**src/hdl/assert_macros.svh**
```systemverilog
// Assertion helpers used by the RTL. Each macro takes a label, the clock,
// the reset, a condition and a check, and reports through $error.
`ifndef ASSERT_MACROS_SVH
`define ASSERT_MACROS_SVH

// The check must hold in the same cycle as the condition.
`define ASSERT_IMPLY(label, clk, rst, ante, cons, msg) \
   label: assert property (@(posedge clk) disable iff (rst) (ante) |-> (cons)) \
      else $error(msg);

// The check must hold in the cycle after the condition.
`define ASSERT_NEXT(label, clk, rst, ante, cons, msg) \
   label: assert property (@(posedge clk) disable iff (rst) (ante) |=> (cons)) \
      else $error(msg);

`endif

```
**src/hdl/krt_pkg.sv**
```systemverilog
`timescale 1ns / 1ps
`default_nettype none

package krt_pkg;

   // Default record capacity.
   localparam int DEPTH_DEF = 64;

   // Operation codes carried by a request.
   localparam logic [1:0] OP_INSERT = 2'd0;
   localparam logic [1:0] OP_LIST   = 2'd1;
   localparam logic [1:0] OP_EDIT   = 2'd2;
   localparam logic [1:0] OP_DELETE = 2'd3;

   // Status codes carried by a response.
   localparam logic [2:0] ST_OK       = 3'd0;
   localparam logic [2:0] ST_FULL     = 3'd1;
   localparam logic [2:0] ST_DUP      = 3'd2;
   localparam logic [2:0] ST_NOTFOUND = 3'd3;
   localparam logic [2:0] ST_EMPTY    = 3'd4;

   typedef struct packed {
      logic [1:0]         op;
      logic signed [31:0] record_key;
      logic signed [31:0] first_value;
      logic signed [31:0] second_value;
   } req_type;

   typedef struct packed {
      logic [2:0]         status;
      logic signed [31:0] out_key;
      logic signed [31:0] out_first;
      logic signed [31:0] out_second;
      logic               last;
   } rsp_type;

   // One stored record.
   typedef struct packed {
      logic signed [31:0] key;
      logic signed [31:0] first;
      logic signed [31:0] second;
   } record_type;

   // Microprogram addresses.
   typedef logic [3:0] upc_type;
   localparam upc_type UPC_IDLE       = 4'd0;
   localparam upc_type UPC_INS_CHK    = 4'd1;
   localparam upc_type UPC_INS_SRCH   = 4'd2;
   localparam upc_type UPC_INS_APPEND = 4'd3;
   localparam upc_type UPC_EMIT_FULL  = 4'd4;
   localparam upc_type UPC_EMIT_DUP   = 4'd5;
   localparam upc_type UPC_LST_CHK    = 4'd6;
   localparam upc_type UPC_LST_OUT    = 4'd7;
   localparam upc_type UPC_EMIT_EMPTY = 4'd8;
   localparam upc_type UPC_EDT_SRCH   = 4'd9;
   localparam upc_type UPC_EDT_WR     = 4'd10;
   localparam upc_type UPC_EMIT_NF    = 4'd11;
   localparam upc_type UPC_DEL_SRCH   = 4'd12;
   localparam upc_type UPC_DEL_STEP   = 4'd13;
   localparam upc_type UPC_DEL_SHIFT  = 4'd14;
   localparam upc_type UPC_DEL_DONE   = 4'd15;

   // Jump conditions tested by a microword.
   typedef enum logic [2:0] {
      COND_NEVER  = 3'd0,
      COND_ALWAYS = 3'd1,
      COND_FULL   = 3'd2,
      COND_END    = 3'd3,
      COND_HIT    = 3'd4,
      COND_LAST   = 3'd5,
      COND_EMPTY  = 3'd6
   } cond_type;

   typedef enum logic [1:0] {
      KEY_REQ  = 2'd0,
      KEY_ZERO = 2'd1,
      KEY_RD   = 2'd2
   } key_sel_type;

   typedef enum logic {
      PAY_ZERO = 1'b0,
      PAY_RD   = 1'b1
   } pay_sel_type;

   typedef enum logic {
      LAST_ONE = 1'b0,
      LAST_CMP = 1'b1
   } last_sel_type;

   typedef enum logic {
      WA_IDX  = 1'b0,
      WA_PREV = 1'b1
   } wa_sel_type;

   typedef enum logic {
      WD_REQ   = 1'b0,
      WD_SHIFT = 1'b1
   } wd_sel_type;

   // One control word of the microprogram.
   typedef struct packed {
      logic         accept;
      cond_type     cond1;
      upc_type      tgt1;
      cond_type     cond2;
      upc_type      tgt2;
      logic         hold;
      logic         idx_inc;
      logic         emit;
      logic [2:0]   status;
      key_sel_type  key_sel;
      pay_sel_type  pay_sel;
      last_sel_type last_sel;
      logic         mem_wr;
      wa_sel_type   wa_sel;
      wd_sel_type   wd_sel;
      logic         cnt_inc;
      logic         cnt_dec;
   } uword_type;

   // Datapath flags seen by the sequencer.
   typedef struct packed {
      logic full;
      logic at_end;
      logic hit;
      logic at_last;
      logic empty;
      logic out_free;
   } flags_type;

   // How the current step resolved.
   typedef struct packed {
      logic fire;
      logic fall;
   } step_type;

   // Entry point of the routine for each operation.
   function automatic upc_type dispatch_entry(input logic [1:0] op);
      upc_type entry;
      unique case (op)
         OP_INSERT: entry = UPC_INS_CHK;
         OP_LIST:   entry = UPC_LST_CHK;
         OP_EDIT:   entry = UPC_EDT_SRCH;
         OP_DELETE: entry = UPC_DEL_SRCH;
         default:   entry = UPC_IDLE;
      endcase
      return entry;
   endfunction

   // Control store.
   function automatic uword_type ucode_rom(input upc_type pc);
      uword_type uw;
      uw = '0;
      unique case (pc)
         UPC_IDLE: begin
            uw.accept = 1'b1;
         end
         UPC_INS_CHK: begin
            uw.cond1 = COND_FULL;
            uw.tgt1  = UPC_EMIT_FULL;
         end
         UPC_INS_SRCH: begin
            uw.cond1   = COND_END;
            uw.tgt1    = UPC_INS_APPEND;
            uw.cond2   = COND_HIT;
            uw.tgt2    = UPC_EMIT_DUP;
            uw.hold    = 1'b1;
            uw.idx_inc = 1'b1;
         end
         UPC_INS_APPEND: begin
            uw.mem_wr  = 1'b1;
            uw.wa_sel  = WA_IDX;
            uw.wd_sel  = WD_REQ;
            uw.cnt_inc = 1'b1;
            uw.emit    = 1'b1;
            uw.status  = ST_OK;
            uw.cond1   = COND_ALWAYS;
            uw.tgt1    = UPC_IDLE;
         end
         UPC_EMIT_FULL: begin
            uw.emit   = 1'b1;
            uw.status = ST_FULL;
            uw.cond1  = COND_ALWAYS;
            uw.tgt1   = UPC_IDLE;
         end
         UPC_EMIT_DUP: begin
            uw.emit   = 1'b1;
            uw.status = ST_DUP;
            uw.cond1  = COND_ALWAYS;
            uw.tgt1   = UPC_IDLE;
         end
         UPC_LST_CHK: begin
            uw.cond1 = COND_EMPTY;
            uw.tgt1  = UPC_EMIT_EMPTY;
         end
         UPC_LST_OUT: begin
            uw.emit     = 1'b1;
            uw.status   = ST_OK;
            uw.key_sel  = KEY_RD;
            uw.pay_sel  = PAY_RD;
            uw.last_sel = LAST_CMP;
            uw.cond1    = COND_LAST;
            uw.tgt1     = UPC_IDLE;
            uw.hold     = 1'b1;
            uw.idx_inc  = 1'b1;
         end
         UPC_EMIT_EMPTY: begin
            uw.emit    = 1'b1;
            uw.status  = ST_EMPTY;
            uw.key_sel = KEY_ZERO;
            uw.cond1   = COND_ALWAYS;
            uw.tgt1    = UPC_IDLE;
         end
         UPC_EDT_SRCH: begin
            uw.cond1   = COND_END;
            uw.tgt1    = UPC_EMIT_NF;
            uw.cond2   = COND_HIT;
            uw.tgt2    = UPC_EDT_WR;
            uw.hold    = 1'b1;
            uw.idx_inc = 1'b1;
         end
         UPC_EDT_WR: begin
            uw.emit    = 1'b1;
            uw.status  = ST_OK;
            uw.pay_sel = PAY_RD;
            uw.mem_wr  = 1'b1;
            uw.wa_sel  = WA_IDX;
            uw.wd_sel  = WD_REQ;
            uw.cond1   = COND_ALWAYS;
            uw.tgt1    = UPC_IDLE;
         end
         UPC_EMIT_NF: begin
            uw.emit   = 1'b1;
            uw.status = ST_NOTFOUND;
            uw.cond1  = COND_ALWAYS;
            uw.tgt1   = UPC_IDLE;
         end
         UPC_DEL_SRCH: begin
            uw.cond1   = COND_END;
            uw.tgt1    = UPC_EMIT_NF;
            uw.cond2   = COND_HIT;
            uw.tgt2    = UPC_DEL_STEP;
            uw.hold    = 1'b1;
            uw.idx_inc = 1'b1;
         end
         UPC_DEL_STEP: begin
            uw.idx_inc = 1'b1;
         end
         UPC_DEL_SHIFT: begin
            // The write on the exit cycle lands on the slot that is dropped.
            uw.mem_wr  = 1'b1;
            uw.wa_sel  = WA_PREV;
            uw.wd_sel  = WD_SHIFT;
            uw.cond1   = COND_END;
            uw.tgt1    = UPC_DEL_DONE;
            uw.hold    = 1'b1;
            uw.idx_inc = 1'b1;
         end
         UPC_DEL_DONE: begin
            uw.cnt_dec = 1'b1;
            uw.emit    = 1'b1;
            uw.status  = ST_OK;
            uw.cond1   = COND_ALWAYS;
            uw.tgt1    = UPC_IDLE;
         end
      endcase
      return uw;
   endfunction

endpackage

`default_nettype wire

```
**src/hdl/krt_seq.sv**
```systemverilog
`timescale 1ns / 1ps
`default_nettype none

module krt_seq import krt_pkg::*; (
   input  wire logic      clock,
   input  wire logic      reset,
   input  wire logic      req_valid,
   input  wire logic [1:0] op,
   input  wire flags_type flags,
   output      uword_type uword,
   output      step_type  step
);

   upc_type   pc_ff;
   upc_type   pc_in;
   uword_type uw;
   step_type  st;

   function automatic logic cond_true(input cond_type c, input flags_type f);
      logic res;
      case (c)
         COND_NEVER:  res = 1'b0;
         COND_ALWAYS: res = 1'b1;
         COND_FULL:   res = f.full;
         COND_END:    res = f.at_end;
         COND_HIT:    res = f.hit;
         COND_LAST:   res = f.at_last;
         COND_EMPTY:  res = f.empty;
         default:     res = 1'b0;
      endcase
      return res;
   endfunction

   assign uw = ucode_rom(pc_ff);

   // Next step: dispatch on a new request, or take the first true jump,
   // else hold or advance. A step that emits waits for the output register.
   always_comb begin
      pc_in   = pc_ff;
      st.fire = !(uw.emit && !flags.out_free);
      st.fall = 1'b0;
      if (uw.accept) begin
         if (req_valid) begin
            pc_in = dispatch_entry(op);
         end
      end else if (st.fire) begin
         if (cond_true(uw.cond1, flags)) begin
            pc_in = uw.tgt1;
         end else if (cond_true(uw.cond2, flags)) begin
            pc_in = uw.tgt2;
         end else begin
            st.fall = 1'b1;
            pc_in   = uw.hold ? pc_ff : upc_type'(pc_ff + 1'b1);
         end
      end
   end

   always_ff @(posedge clock) begin
      if (reset) begin
         pc_ff <= UPC_IDLE;
      end else begin
         pc_ff <= pc_in;
      end
   end

   assign uword = uw;
   assign step  = st;

endmodule

`default_nettype wire
```
**config.mk**
```make
export PLATFORM = sky130hd
export DESIGN_NAME = krt_seq
export DESIGN_NICKNAME = d
export VERILOG_FILES = /design/src/hdl/assert_macros.svh /design/src/hdl/krt_pkg.sv /design/src/hdl/krt_seq.sv
export SDC_FILE = /design/constraint.sdc
export NUM_CORES = 1
export LEC_CHECK = 0
export ABC_AREA = 0
export BUFFER_PORTS_ARGS = -buffer_cell sky130_fd_sc_hd__clkbuf_2
export CAP_MARGIN = 20
export CORE_ASPECT_RATIO = 0.9
export CORE_MARGIN = 8
export CORE_UTILIZATION = 45
export DETAILED_ROUTE_END_ITERATION = 10
export PLACE_DENSITY = 0.84
export SYNTH_ARGS = -nofsm -noshare
export SYNTH_HDL_FRONTEND = slang
export SYNTH_SLANG_ARGS = --single-unit
export TNS_END_PERCENT = 10
```
**constraint.sdc**
```tcl
create_clock -name clock -period 2.47 [get_ports clock]
set_input_delay 0.1235 -clock clock [delete_from_list [all_inputs] [get_ports clock]]
set_output_delay 0.1235 -clock clock [all_outputs]
set_load 0.02 [all_outputs]
```
[Word level (Yosys, flattened, before mapping)]
Cells that the tools add are included.
Storage, ports and cells
  bits in registers: 4
  latch bits: 0
  bits in writable memories: 0
  ROM bits: 0
  input port bits: 11
  output and inout port bits: 32
  word-level logic and storage cells: 78
  memories kept: 0
Operators by class
  add/subtract/negate cells: 1
  multiply operators: 0
  div/mod/pow operators: 0
  order comparisons: 0
  equal/unequal tests: 33
  shift operators: 0
  multiplexer cells: 30
  bitwise gates (word level): 0
  reductions and logical operators: 13
Operators with widths (count)
  7-bit case mux with 7 select lines: 1
  4-bit == test (second input constant): 8
  4-bit 2-to-1 mux: 6
  7-bit case mux with 3 select lines: 1
  4-bit case mux with 5 select lines: 1
  3-bit == test (second input constant): 6
  4-bit by 3-bit == test with 1-bit output (second input constant): 4
  1-bit 2-to-1 mux: 16
  4-bit case mux with 4 select lines: 1
  3-bit by 2-bit == test with 1-bit output (second input constant): 4
  1-bit case mux with 6 select lines: 2
  4-bit by 2-bit == test with 1-bit output (second input constant): 2
  7-bit OR reduction: 1
  3-bit by 1-bit == test with 1-bit output (second input constant): 2
  3-bit case mux with 2 select lines: 1
  2-bit OR reduction: 3
  6-bit OR reduction: 1
  5-bit OR reduction: 1
  4-bit by 1-bit adder with 4-bit output (second input constant): 1
  2-bit == test (second input constant): 2
  4-bit by 1-bit == test with 1-bit output (second input constant): 1
  4-bit logical NOT: 1
  2-bit inequality test (second input constant): 2
  4-bit by 2-bit inequality test with 1-bit output (second input constant): 1
  other kinds (7): 8

[Logic depth before layout (Yosys ltp)]
Gate-level depths: netlist of run 1.
  depth in word-level cells: 14
  depth in mapped cells: 10

[Worst setup path before layout of run 1]
Ideal clock, no wire load.
  kind: register -> register
  from: reg pc_ff[0]
  to: reg pc_ff[0]
  arrival: 2141 ps
  required time: 2382 ps
  setup slack: 241 ps
  stages on the path, launching flop included: 10
  buffers on the path: 1
  period minus slack after synthesis: 2229 ps
  cells stage by stage: dfxtp_1 inv_1 ha_1 buf_2 o21ba_1 o221ai_1 a2111oi_4 a2bb2oi_2 or3b_1 a311oi_2
Between the ends
  cells in the longest elaborated chain, start to end: 11
  elaborated cells between the ends (all ways): 54
  those cells by class: add/sub (1); eq/ne (29); mux (17); reduce/logical (7)
Ends and longest elaborated chain
  from (decl): line krt_seq.sv:14  | upc_type pc_ff;
  from (signal assigned): line krt_seq.sv:62  | pc_ff <= pc_in;
  branches (longest 11 deep; another with 7-bit OR reduction)
Several ways; the timed one is not identified. The select of a mux whose other input is x is not followed.
A chain may end at the register's enable or synchronous reset.

[Final worst setup path of run 1]
  from: reg pc_ff[3]
  to: reg pc_ff[1]
The elaborated chain is that of the path after synthesis.

==> results.txt, run 1 <==
STA classifies the critical path startpoint as a flip-flop. TritonCTS built the clock tree. The global routing stage identified its most utilized layer as met2.

The final route contains 1118 vias. For the global-route wire length before repair, the log shows 5.00 mm. The critical path starts at pc_ff[3]. The maximum clock rate is 420 MHz, and the period utilization is 96.3%. Arrival time of data at the critical path endpoint: 2520 ps. Start-to-end type of the worst setup path: reg2reg. The total overflow left after global routing is 0. Global routing consumed, on the met1 layer, 17.2% of the routing resources.

Averaged over all synthesized cells, the footprint is 7.04 um2. Yosys printed 0 warnings. The run gives 130 as the synthesized netlist cell count.

The synthesized netlist devotes 0.958% of its cell area to XOR and XNOR gates. The worst path in the final design needs a cycle of 2380 ps, including I/O delays and setup. For this run, global-route usage on met2 was measured as 28.8%.

Clock skew on the completed layout was measured at 3.51 ps. The full die area is 3730 um2. The number of clock buffers added by TritonCTS is 3.

In the final layout, the registers with the most flip-flops are pc_ff x4. In this run, post-CTS hold repair placed 0 buffers. The run gives 1 as the level count of the clock H-tree. The run finished with clean final reports. The share of synthesized registers carrying an async set or reset came out at 0%. The portion of synthesized area spent on multiplexers is 3.42%. In the global route stage, met3 resource usage came out at 5.11%. At the end of the flow, the number of nets in the layout was 189.

Setup violations remaining at the end of the flow were counted as 0. The region available for standard cell placement spans 1910 um2. The run gives 1083 as the via count of the first global-routing pass. The completed layout was analyzed and its total power is 1.72 mW. Of all nets on the critical path, the largest fanout is 11. The vias per cell is 5.68, and the simple-gate portion of the synthesized area is 33.2%. The post-route netlist has 42.4% of its cells at a drive strength greater than 1. The maximum number of pins on one net before global-route repair was 15; the total power density per cell area was 1440 nW/um2. The floorplan step set the die height to 58.8 um. The mean routed wirelength per cell was 15.9 um. Input and output buffers added on the ports amount to 40. The floorplan step set the die width to 63.5 um. The synthesized netlist contains 50 unique library cells. The number of antenna violations at the first check in global routing is 0, and the final antenna-violating net count is 0. Summing the areas of all compound-gate instances in the mapped netlist gives 33.9% of the synthesized area. In the final layout, flip-flops and latches occupy 81.3 um2.

After synthesis, the largest family of logic cells by area is compound AO/OA/AOI/OAI gates. The top cell types in the final layout, fill and taps aside, are 40 x sky130_fd_sc_hd__clkbuf_2, 14 x sky130_fd_sc_hd__nor2_1, 13 x sky130_fd_sc_hd__nand2_1. Summed over all cells, the static leakage comes to 0.613 nW. Max-cap violations in this run came to 0. Data on the critical path is required at its endpoint by 2610 ps. The tree is rooted in a sky130_fd_sc_hd__clkbuf_4. The first detailed-routing pass ran for 4 iterations. After routing, the total negative slack on setup checks comes to 0 ps. STA classifies the critical path endpoint as a flip-flop.

The final number of hold-violating endpoints is 0, and the relative area change from synthesis to final layout is 31.1%. VDD sags by at most 925 uV. After synthesis the cells add up to 915 um2. The first routing iteration left 51 violations. For the routability congestion estimate, the log shows 0.949.

Global routing used 16.0% of the available tracks across all layers. The number of flops mapped to enable cells by yosys was 0; the half-perimeter wire length after detailed placement was 2.51 mm. Clock edge transition at the registers on the reported setup and hold paths: 40 ps. The remaining design rule violation count is 0. The run gives 3.12 mm as the wire length after detailed routing.

The register with the most flip-flops is pc_ff. 0 antenna diodes ended up in the layout. No sink is reached through more buffers than the 2 on the longest clock path. The fraction of the mapped netlist area in adder cells is 5.47%. In this run the critical register-to-register path is launched from pc_ff[3]. Number of filler instances in the final layout: 186. The most used flip-flop cell after synthesis is sky130_fd_sc_hd__dfxtp_1. The tools report the area taken by multi-input logic gates as 736 um2. The library cell used most frequently in the layout, excluding fill and tap cells, is sky130_fd_sc_hd__clkbuf_2.

For the worst-skew pair, the clock arrives at the later sink with an insertion delay of 230 ps. Across all hold checks on the routed design, the worst slack comes to 136 ps. The register with the most flip-flops in the layout has 4 of them. The number of flip-flops and latches in the synthesized netlist is 4, and the final number of max-transition violations is 0.

The cell row count was 15. The initial utilization of the core area, before any placement, comes to 47.8%. The worst hold path begins at reset. The tightest min-delay check is of the in2reg type. For the number of I/O pins, the log shows 43. The run gives 8.76% as the sequential cell area fraction in the yosys report. The tree built by TritonCTS fans out to 4 sinks.
==> worst max-delay path, cell delays in order (launching register included) <==
cell and delay, ps:
sky130_fd_sc_hd__dfxtp_1 540, sky130_fd_sc_hd__nand2b_1 290, sky130_fd_sc_hd__o221ai_1 220, sky130_fd_sc_hd__a2111oi_4 380, sky130_fd_sc_hd__a2bb2oi_2 140, sky130_fd_sc_hd__buf_4 160
sky130_fd_sc_hd__o32a_1 320, sky130_fd_sc_hd__a211oi_1 240
==> final cells by class <==
class | instances | share of cell area [%]
flip-flops and latches | 4 | 6.78
inverters | 10 | 3.13
well taps | 25 | 2.61
clock buffers | 3 | 1.88
repair buffers | 52 | 24.2
multi-input cells | 103 | 61.4
==> cells in the mapped netlist (all sizes together) (2+ instances only) <==
library cell	n	area share, %
nor2b	3	2.3
buf	14	9.7
o21bai	2	1.6
or2	2	1.4
and3	2	1.4
nand3	6	3.3
ha	4	5.5
nand2b	5	3.4
nor3	2	1.1
and2	2	1.4
nor2	14	5.7
mux2i	2	2.2
a21oi	4	2.2
nor3b	3	2.5
a211oi	5	4.7
or3b	2	1.9
dfxtp	4	8.8
a21o	2	1.6
inv	10	4.1
nand2	13	5.3
o21ai	6	3.3
==> through the flow <==
step                cells  setup slack (ps)  instance area (um2)  util [%]
floorplan             131               241                  918         -
global placement      192              1.23                 1140      59.3
detailed placement    192             -33.5                 1140      59.3
CTS                   195              27.1                 1180      61.5
global route          197             -12.1                 1200      62.6
finish                197              91.2                 1200      62.6
==> path summary, 6_finish.rpt <==
path | to | slack [ps] | cells after the start
setup / recovery | pc_ff[1] | 90 | 7
hold / removal | pc_ff[0] | 140 | 2
setup reg to reg | pc_ff[1] | 90 | 7
hold reg to reg | pc_ff[0] | 600 | 2
==> where the power goes <==
| group | internal, mW | total (mW) | switching (mW) |
|---|---|---|---|
| Combinational | 0.589 | 1.51 | 0.920 |
| Sequential | 0.0913 | 0.136 | 0.0447 |
| Clock | 0.0543 | 0.0798 | 0.0255 |
==> layer usage <==
layer  share of wire (%)  routed length, um
met1                  41               1290
met2                  50               1560
met3                 8.0                249
met4                0.58                 18
met5                   0                  0
==> kinds of logic after synthesis <==
logic type / Yosys count
and+or+nand+nor: 57
AOI/OAI and AO/OA: 36
buffers and inverters: 24
adders and majority gates: 4
DFF: 4
muxes: 3
other: 1
xor gates and xnor gates: 1
==> repair_timing <==
action,4_1_cts,5_1_grt
endpoints found under the setup margin,2,5
buffers inserted,0,2
pin swaps,1,2
resized for setup,5,2
Note: power is estimated with default switching activity, not from simulation.
==> run 2: changes to the inputs <==
CTS_BUF_LIST = sky130_fd_sc_hd__clkbuf_16   (was unset)
==> run 2 against run 1 <==
Compared with the run above:
- hold slack better by 2.7 ps
- power is 8.8% higher
- sequential share of layout area is 0.29 points lower
- clock skew hardly changed
- sequential cell count stayed put
- die area stayed put
==> results.txt, run 2 (synthesis gave the netlist of run 1 again) <==
The flow ran to the end, and the final reports show no timing, DRC or antenna violations. The setup skew after layout is 3.29 ps (was 3.51 ps), and the internal power of the cells is 873 uW (was 735 uW). Destination of the worst hold path: pc_ff[0] (unchanged). The global-route wire length before repair is 4.94 mm (was 5.00 mm), and the fraction of met1 tracks used by global routing is 17.0% (was 17.2%). The number of flip-flops under the largest register name works out to 4 (unchanged). TritonCTS built the clock tree.

The final number of setup-violating endpoints was 0 (unchanged); the vertical extent of the die was 58.8 um (unchanged). The logs give 4 (unchanged) for the CTS sink count and 16.0% (about the same) for the total global routing track utilization. The worst-path maximum fanout is 7 (was 11), and the share of post-route cells with drive strength above 1 is 42.1% (was 42.4%). The number of maximum-capacitance violations was 0 (unchanged). For the floorplan core area, the log shows 1910 um2 (unchanged). The placed cell area was 1140 um2 (unchanged); the number of DRC markers after the initial detailed-route iteration was 44 (was 51).

The run gives 79.2% (was 87.5%) as the fraction of power consumed by combinational cells. The arrival time of data at the critical path endpoint is 2450 ps (was 2520 ps), and the period utilization is 95.9% (was 96.3%). The final number of hold-violating endpoints is 0 (unchanged), and the number of antenna violations at the first check in global routing is 0 (unchanged). The run gives 3.10 mm (was 3.12 mm) as the wire length after detailed routing. The minimum clock period is 2370 ps (was 2380 ps), and the post-route non-filler standard cell count is 196 (was 197). The most used routing layer was met2 (unchanged). The final antenna-violating net count was 0 (unchanged).

The run gives 15 (unchanged) as the maximum number of pins on one net before global-route repair. Commonest cells after routing, fill and taps aside: 40 x sky130_fd_sc_hd__clkbuf_2, 14 x sky130_fd_sc_hd__nor2_1, 13 x sky130_fd_sc_hd__nand2_1 (unchanged). The maximum ir drop on the vdd rail came out at 927 uV (was 925 uV). Vias per cell: 5.73 (was 5.68). The tools report the start point of the worst min-delay path as reset (unchanged). The mean routed wirelength per cell works out to 15.8 um (was 15.9 um). The type of element capturing the critical path was a flip-flop (unchanged). The run gives 2 (unchanged) as the clock tree buffer depth.

Number of filler instances in the final layout: 176 (was 186). The clock latency reported for the late side of the worst-skew pair was 230 ps (about the same). The tools report the via count of the first global-routing pass as 1125 (was 1083). Required time of the critical path: 2560 ps (was 2610 ps). The clock network power share is 13.6% (was 4.6%), and the met3 layer usage reported by global route is 4.73% (was 5.11%). Critical path launch point type: a flip-flop (unchanged). Total of buffers placed on input and output ports: 40 (unchanged).

The cell row count is 15 (unchanged), and the number of I/O pins is 43 (unchanged). Start-to-end type of the worst setup path: reg2reg (unchanged). The tools report the reg-to-reg critical path startpoint as pc_ff[0] (was pc_ff[3]).

The tools report the worst flop-to-flop path endpoint as pc_ff[2] (was pc_ff[1]). The routed via count was 1123 (was 1118). The half-perimeter wire length after detailed placement is 2.51 mm (unchanged).

The count of antenna diodes in the layout was 0 (unchanged); the relative area change from synthesis to final layout was 36.9% (was 31.1%). The run gives 3 (unchanged) as the total clock buffers created by CTS. Largest regs: pc_ff x4 (unchanged).

The number of hold buffers added after CTS was 0 (unchanged). The tools report the final cell area excluding filler cells as 1250 um2 (was 1200 um2). For the sequential share of power, the log shows 7.2% (was 7.9%). The count of cells along the worst hold path is 2 (unchanged), and the routability congestion estimate is 0.949 (unchanged). The clock edge transition at the registers on the reported setup and hold paths is 30 ps (was 40 ps).

The register-to-register setup slack was 100 ps (was 90 ps); the maximum clock rate was 422 MHz (was 420 MHz). The die boundary width works out to 63.5 um (unchanged). The number of cells after detailed placement is 192 (unchanged), and the switching power share of the total is 53.5% (was 57.4%).

Total power: 1.88 mW (was 1.72 mW). The run gives 0.634 nW (was 0.613 nW) as the static power due to leakage. The full die area is 3730 um2 (unchanged), and the starting density of the core is 47.8% (unchanged).

Class of the tightest hold or removal check: in2reg (unchanged). The leftover overflow at the end of global routing was 0 (unchanged). The final number of max-transition violations was 0 (unchanged).

Level count of the clock H-tree: 1 (unchanged). The leading cell type in the layout, fill and taps excluded is sky130_fd_sc_hd__clkbuf_2 (unchanged). The logs give 188 (was 189) for the number of nets in the layout and 1.00 mW (was 990 uW) for the net switching power of the design.

The number of detailed-routing iterations run before antenna repair is 4 (unchanged), and the total power density per cell area is 1500 nW/um2 (was 1440 nW/um2). The remaining design rule violation count was 0 (unchanged). The register with the most flip-flops was pc_ff (unchanged). The met2 layer usage reported by global route is 27.0% (was 28.8%). The master cell of the clock root buffer was sky130_fd_sc_hd__clkbuf_16 (was sky130_fd_sc_hd__clkbuf_4). The depth of the most critical reg-to-reg path came out at 9 (was 7).
-- run 2: power by group through the flow --
stage	clock (mW)	combinational [mW]	sequential, mW
after detailed placement	0	1.42	0.132
after global placement	0	1.39	0.129
final	0.255	1.48	0.136
after floorplan	0	1.05	0.117
after CTS	0.261	1.44	0.133
after global routing	0.263	1.60	0.139
-- run 2: final cells by class --
| class | count | area (um2) | share of cell area (%) |
|---|---|---|---|
| timing repair buffer | 51 | 283 | 22.6 |
| inverter | 10 | 37.5 | 3.00 |
| multi-input combinational | 103 | 744 | 59.4 |
| tap | 25 | 31.3 | 2.50 |
| sequential | 4 | 81.3 | 6.49 |
| clock buffer | 3 | 75.1 | 5.99 |
-- run 2: worst max path at each step --
| stage | end | slack (ps) | depth (start not counted) | from |
|---|---|---|---|---|
| floorplan | pc_ff[0] | 240 | 9 | pc_ff[0] |
| global placement | pc_ff[3] | 1 | 8 | pc_ff[0] |
| detailed placement | pc_ff[3] | -30 | 8 | pc_ff[0] |
| CTS | pc_ff[0] | 0.1 | 7 | pc_ff[3] |
| global route | pc_ff[2] | -10 | 9 | pc_ff[0] |
| finish | pc_ff[2] | 100 | 9 | pc_ff[0] |
-- run 2: worst max-delay path, cell delays in order, from the launching register on --
cell and delay (ps):
sky130_fd_sc_hd__dfxtp_2 350, sky130_fd_sc_hd__inv_1 100, sky130_fd_sc_hd__ha_2 230, sky130_fd_sc_hd__buf_4 180, sky130_fd_sc_hd__nor4bb_4 60, sky130_fd_sc_hd__or4_1 620
sky130_fd_sc_hd__a211oi_2 300, sky130_fd_sc_hd__a21oi_2 150, sky130_fd_sc_hd__o21bai_1 170, sky130_fd_sc_hd__a41oi_1 70
-- run 2: stage by stage --
step                      TNS (ps)  utilization [%]  hold slack [ps]  setup slack, ps
after floorplan                  0                -              191              241
after CTS                        0             63.9              135            0.134
final                            0             65.4              138              102
after global placement           0             59.3              363             1.23
after detailed placement     -33.5             59.3              366            -33.5
after global routing         -13.9             65.4              150            -13.9
-- run 2: what timing repair did --
item                       CTS  global route
pin swaps                    1             2
gates resized for setup      3             5
setup endpoints to repair    2             5
setup buffers                0             1
-- run 2: metal layers --
metal  wire length, um  part of all wire, %
met3               246                  7.9
met2              1440                   47
met4                89                  2.9
met1              1320                   43
met5                 0                    0
==> run 3: changes to the inputs <==
clock period = 2.3 ns   (was 2.47 ns; I/O delays follow)
==> run 3 against run 2 <==
Compared with the run above:
- combinational power up 36%
- die area unchanged
- non-clock buffer count up 20
- critical path type unchanged
- global-route usage up 3.2 points
- clock skew down 2.1 ps
- sequential cell count unchanged
- sequential power up 25%
- the flow now finishes with violations (setup timing)
==> results.txt, run 3 (synthesis gave the netlist of run 1 again) <==
The clock edge transition at the registers on the reported setup and hold paths came out at 30 ps (about the same). The critical path's top delay family is compound AO/OA/AOI/OAI gates (unchanged). The worst-path maximum fanout was 6 (was 7); the total power density per cell area was 1660 nW/um2 (was 1500 nW/um2).

For the post-route non-filler standard cell count, the log shows 216 (was 196). The flow ran to the end, but the final reports show violations. The register with the most flip-flops was pc_ff (unchanged).

The minimum clock period works out to 2370 ps (about the same). The worst flop-to-flop path endpoint was pc_ff[0] (was pc_ff[2]). The tools report the type of element capturing the critical path as a flip-flop (unchanged).

The tools report the destination of the worst hold path as pc_ff[1] (was pc_ff[0]). The number of antenna violations at the first check in global routing is 0 (unchanged), and the starting density of the core is 47.8% (unchanged). The half-perimeter wire length after detailed placement came out at 2.64 mm (was 2.51 mm). The start point of the worst min-delay path is reset (unchanged). The period utilization came out at 103% (was 95.9%).

The critical-path cell with the highest stage delay was sky130_fd_sc_hd__a21oi_1 (was sky130_fd_sc_hd__or4_1). The count of antenna diodes in the layout is 0 (unchanged), and the remaining design rule violation count is 0 (unchanged). The startpoint of the most critical setup path was pc_ff[1] (was pc_ff[0]). The tools report the worst-case setup slack after placement as -27.2 ps (was -33.5 ps). The tools report the required time of the critical path as 2430 ps (was 2560 ps). Ordered cell list for the critical path: inv_4 > ha_4 > buf_4 > nor3b_1 > buf_4 > or4_1 > a211oi_2 > a21oi_1 > nor2_1 > a311oi_2 (was inv_1 > ha_2 > buf_4 > nor4bb_4 > or4_1 > a211oi_2 > a21oi_2 > o21bai_1 > a41oi_1). Most frequent cell on the critical path: sky130_fd_sc_hd__buf_4.

The arrival time of data at the critical path endpoint came out at 2490 ps (was 2450 ps). The global-route wire length before repair came out at 5.98 mm (was 4.94 mm). The number of I/O pins was 43 (unchanged).

Largest regs: pc_ff x4 (unchanged). The tools report the cell row count as 15 (unchanged). For the clock latency reported for the late side of the worst-skew pair, the log shows 230 ps (about the same). The total of buffers placed on input and output ports was 40 (unchanged); the clock tree buffer depth was 2 (unchanged).

The count of buffering cells on the critical path with inverters included came out at 3 (was 2). Master cell of the clock root buffer: sky130_fd_sc_hd__clkbuf_16 (unchanged). The maximum ir drop on the vdd rail came out at 951 uV (was 927 uV). The critical path launch point type is a flip-flop (unchanged). The final number of setup-violating endpoints is 1 (was 0).

The relative area change from synthesis to final layout is 62.8% (was 36.9%), and the vias per cell is 5.96 (was 5.73). The number of cells after detailed placement is 207 (was 192). The class of the tightest hold or removal check was in2reg (unchanged). The run gives 19.3% (was 16.0%) as the total global routing track utilization. The run gives 1298 (was 1125) as the via count of the first global-routing pass.

The level count of the clock H-tree was 1 (unchanged); the full die area was 3730 um2 (unchanged). The number of maximum-capacitance violations was 0 (unchanged). The maximum cell stage delay along the critical path was 380 ps (was 620 ps); the maximum clock rate was 423 MHz (was 422 MHz).

Reg-to-reg critical path startpoint: pc_ff[1] (was pc_ff[0]). The leftover overflow at the end of global routing is 0 (unchanged), and the CTS sink count is 4 (unchanged). The count of cells along the worst hold path is 2 (unchanged), and the register-to-register setup slack is -70 ps (was 100 ps). The depth of the most critical reg-to-reg path was 10 (was 9); the number of detailed-routing iterations run before antenna repair was 4 (unchanged). Leading cell type in the layout, fill and taps excluded: sky130_fd_sc_hd__clkbuf_2 (unchanged). Die boundary width: 63.5 um (unchanged). The number of nets in the layout came out at 208 (was 188).

The final number of hold-violating endpoints was 0 (unchanged). For the total clock buffers created by CTS, the log shows 3 (unchanged). The tightest hold margin is 133 ps (was 138 ps), and the maximum number of pins on one net before global-route repair is 13 (was 15).

The logs give 0.737 nW (was 0.634 nW) for the static power due to leakage and 3.87 mm (was 3.10 mm) for the wire length after detailed routing. Commonest cells after routing, fill and taps aside: 40 x sky130_fd_sc_hd__clkbuf_2, 30 x sky130_fd_sc_hd__buf_4, 13 x sky130_fd_sc_hd__nor2_1 (was 40 x sky130_fd_sc_hd__clkbuf_2, 14 x sky130_fd_sc_hd__nor2_1, 13 x sky130_fd_sc_hd__nand2_1). The number of hold buffers added after CTS is 0 (unchanged), and the floorplan core area is 1910 um2 (unchanged). Final number of max-transition violations: 0 (unchanged). The checks that failed: setup timing.

Start-to-end type of the worst setup path: reg2reg (unchanged). The run gives 77.8% (was 65.4%) as the core utilization of the finished layout. The vertical extent of the die is 58.8 um (unchanged), and the routability congestion estimate is 0.888 (was 0.949). Worst setup margin: -66.8 ps (was 102 ps). TritonCTS built the clock tree. Setup repair after global routing could not meet its margin everywhere. Setup skew after layout: 1.16 ps (was 3.29 ps).

The mean routed wirelength per cell was 17.9 um (was 15.8 um). The tools report the routed via count as 1287 (was 1123). The final antenna-violating net count is 0 (unchanged). The share of post-route cells with drive strength above 1 was 53.9% (was 42.1%). The number of DRC markers after the initial detailed-route iteration was 66 (was 44). Number of flip-flops under the largest register name: 4 (unchanged).
run 3: final cells by class:
cell class	instances	area, um2
Tap cell	25	31.3
Clock buffer	3	75.1
Multi-Input combinational cell	103	805
Timing Repair Buffer	71	445
Sequential cell	4	90.1
Inverter	10	42.5
Fill cell	146	425
run 3: what timing repair did:
action                     CTS  global route
setup endpoints to repair    4             4
pin swaps                    5            12
resized for setup           18             9
buffers inserted             4             2
hold endpoints to repair     0             0
run 3: per-layer routing:
layer | wire [um] | vias to the layer above | GRT usage, %
li1 | - | 579 | -
met1 | 1520 | 602 | 20.2
met2 | 1840 | 87 | 35.0
met3 | 347 | 19 | 6.06
met4 | 170 | 0 | 8.25
met5 | 0 | - | 0
run 3: stage by stage:
stage / TNS, ps / total power [mW] / cell area (um2)
2_1_floorplan: 0 / 1.25 / 918
3_3_place_gp: 0 / 1.81 / 1250
3_5_place_dp: -30.9 / 1.86 / 1250
4_1_cts: 0 / 2.29 / 1430
5_1_grt: -393 / 2.61 / 1490
6_report: -66.8 / 2.47 / 1490
run 3: where the power goes:
group | internal, mW | switching (mW) | total, mW
registers | 0.107 | 0.0630 | 0.170
logic | 0.904 | 1.12 | 2.02
clock network | 0.223 | 0.0593 | 0.282
total | 1.23 | 1.24 | 2.47
run 3: how the worst max path moves through the flow:
stage	cells after the start	endpoint	slack, ps
5_1_grt	10	pc_ff[0]	-180
2_1_floorplan	9	pc_ff[0]	70
3_3_place_gp	10	pc_ff[3]	60
4_1_cts	10	pc_ff[0]	1
3_5_place_dp	10	pc_ff[3]	-30
6_report	10	pc_ff[0]	-70
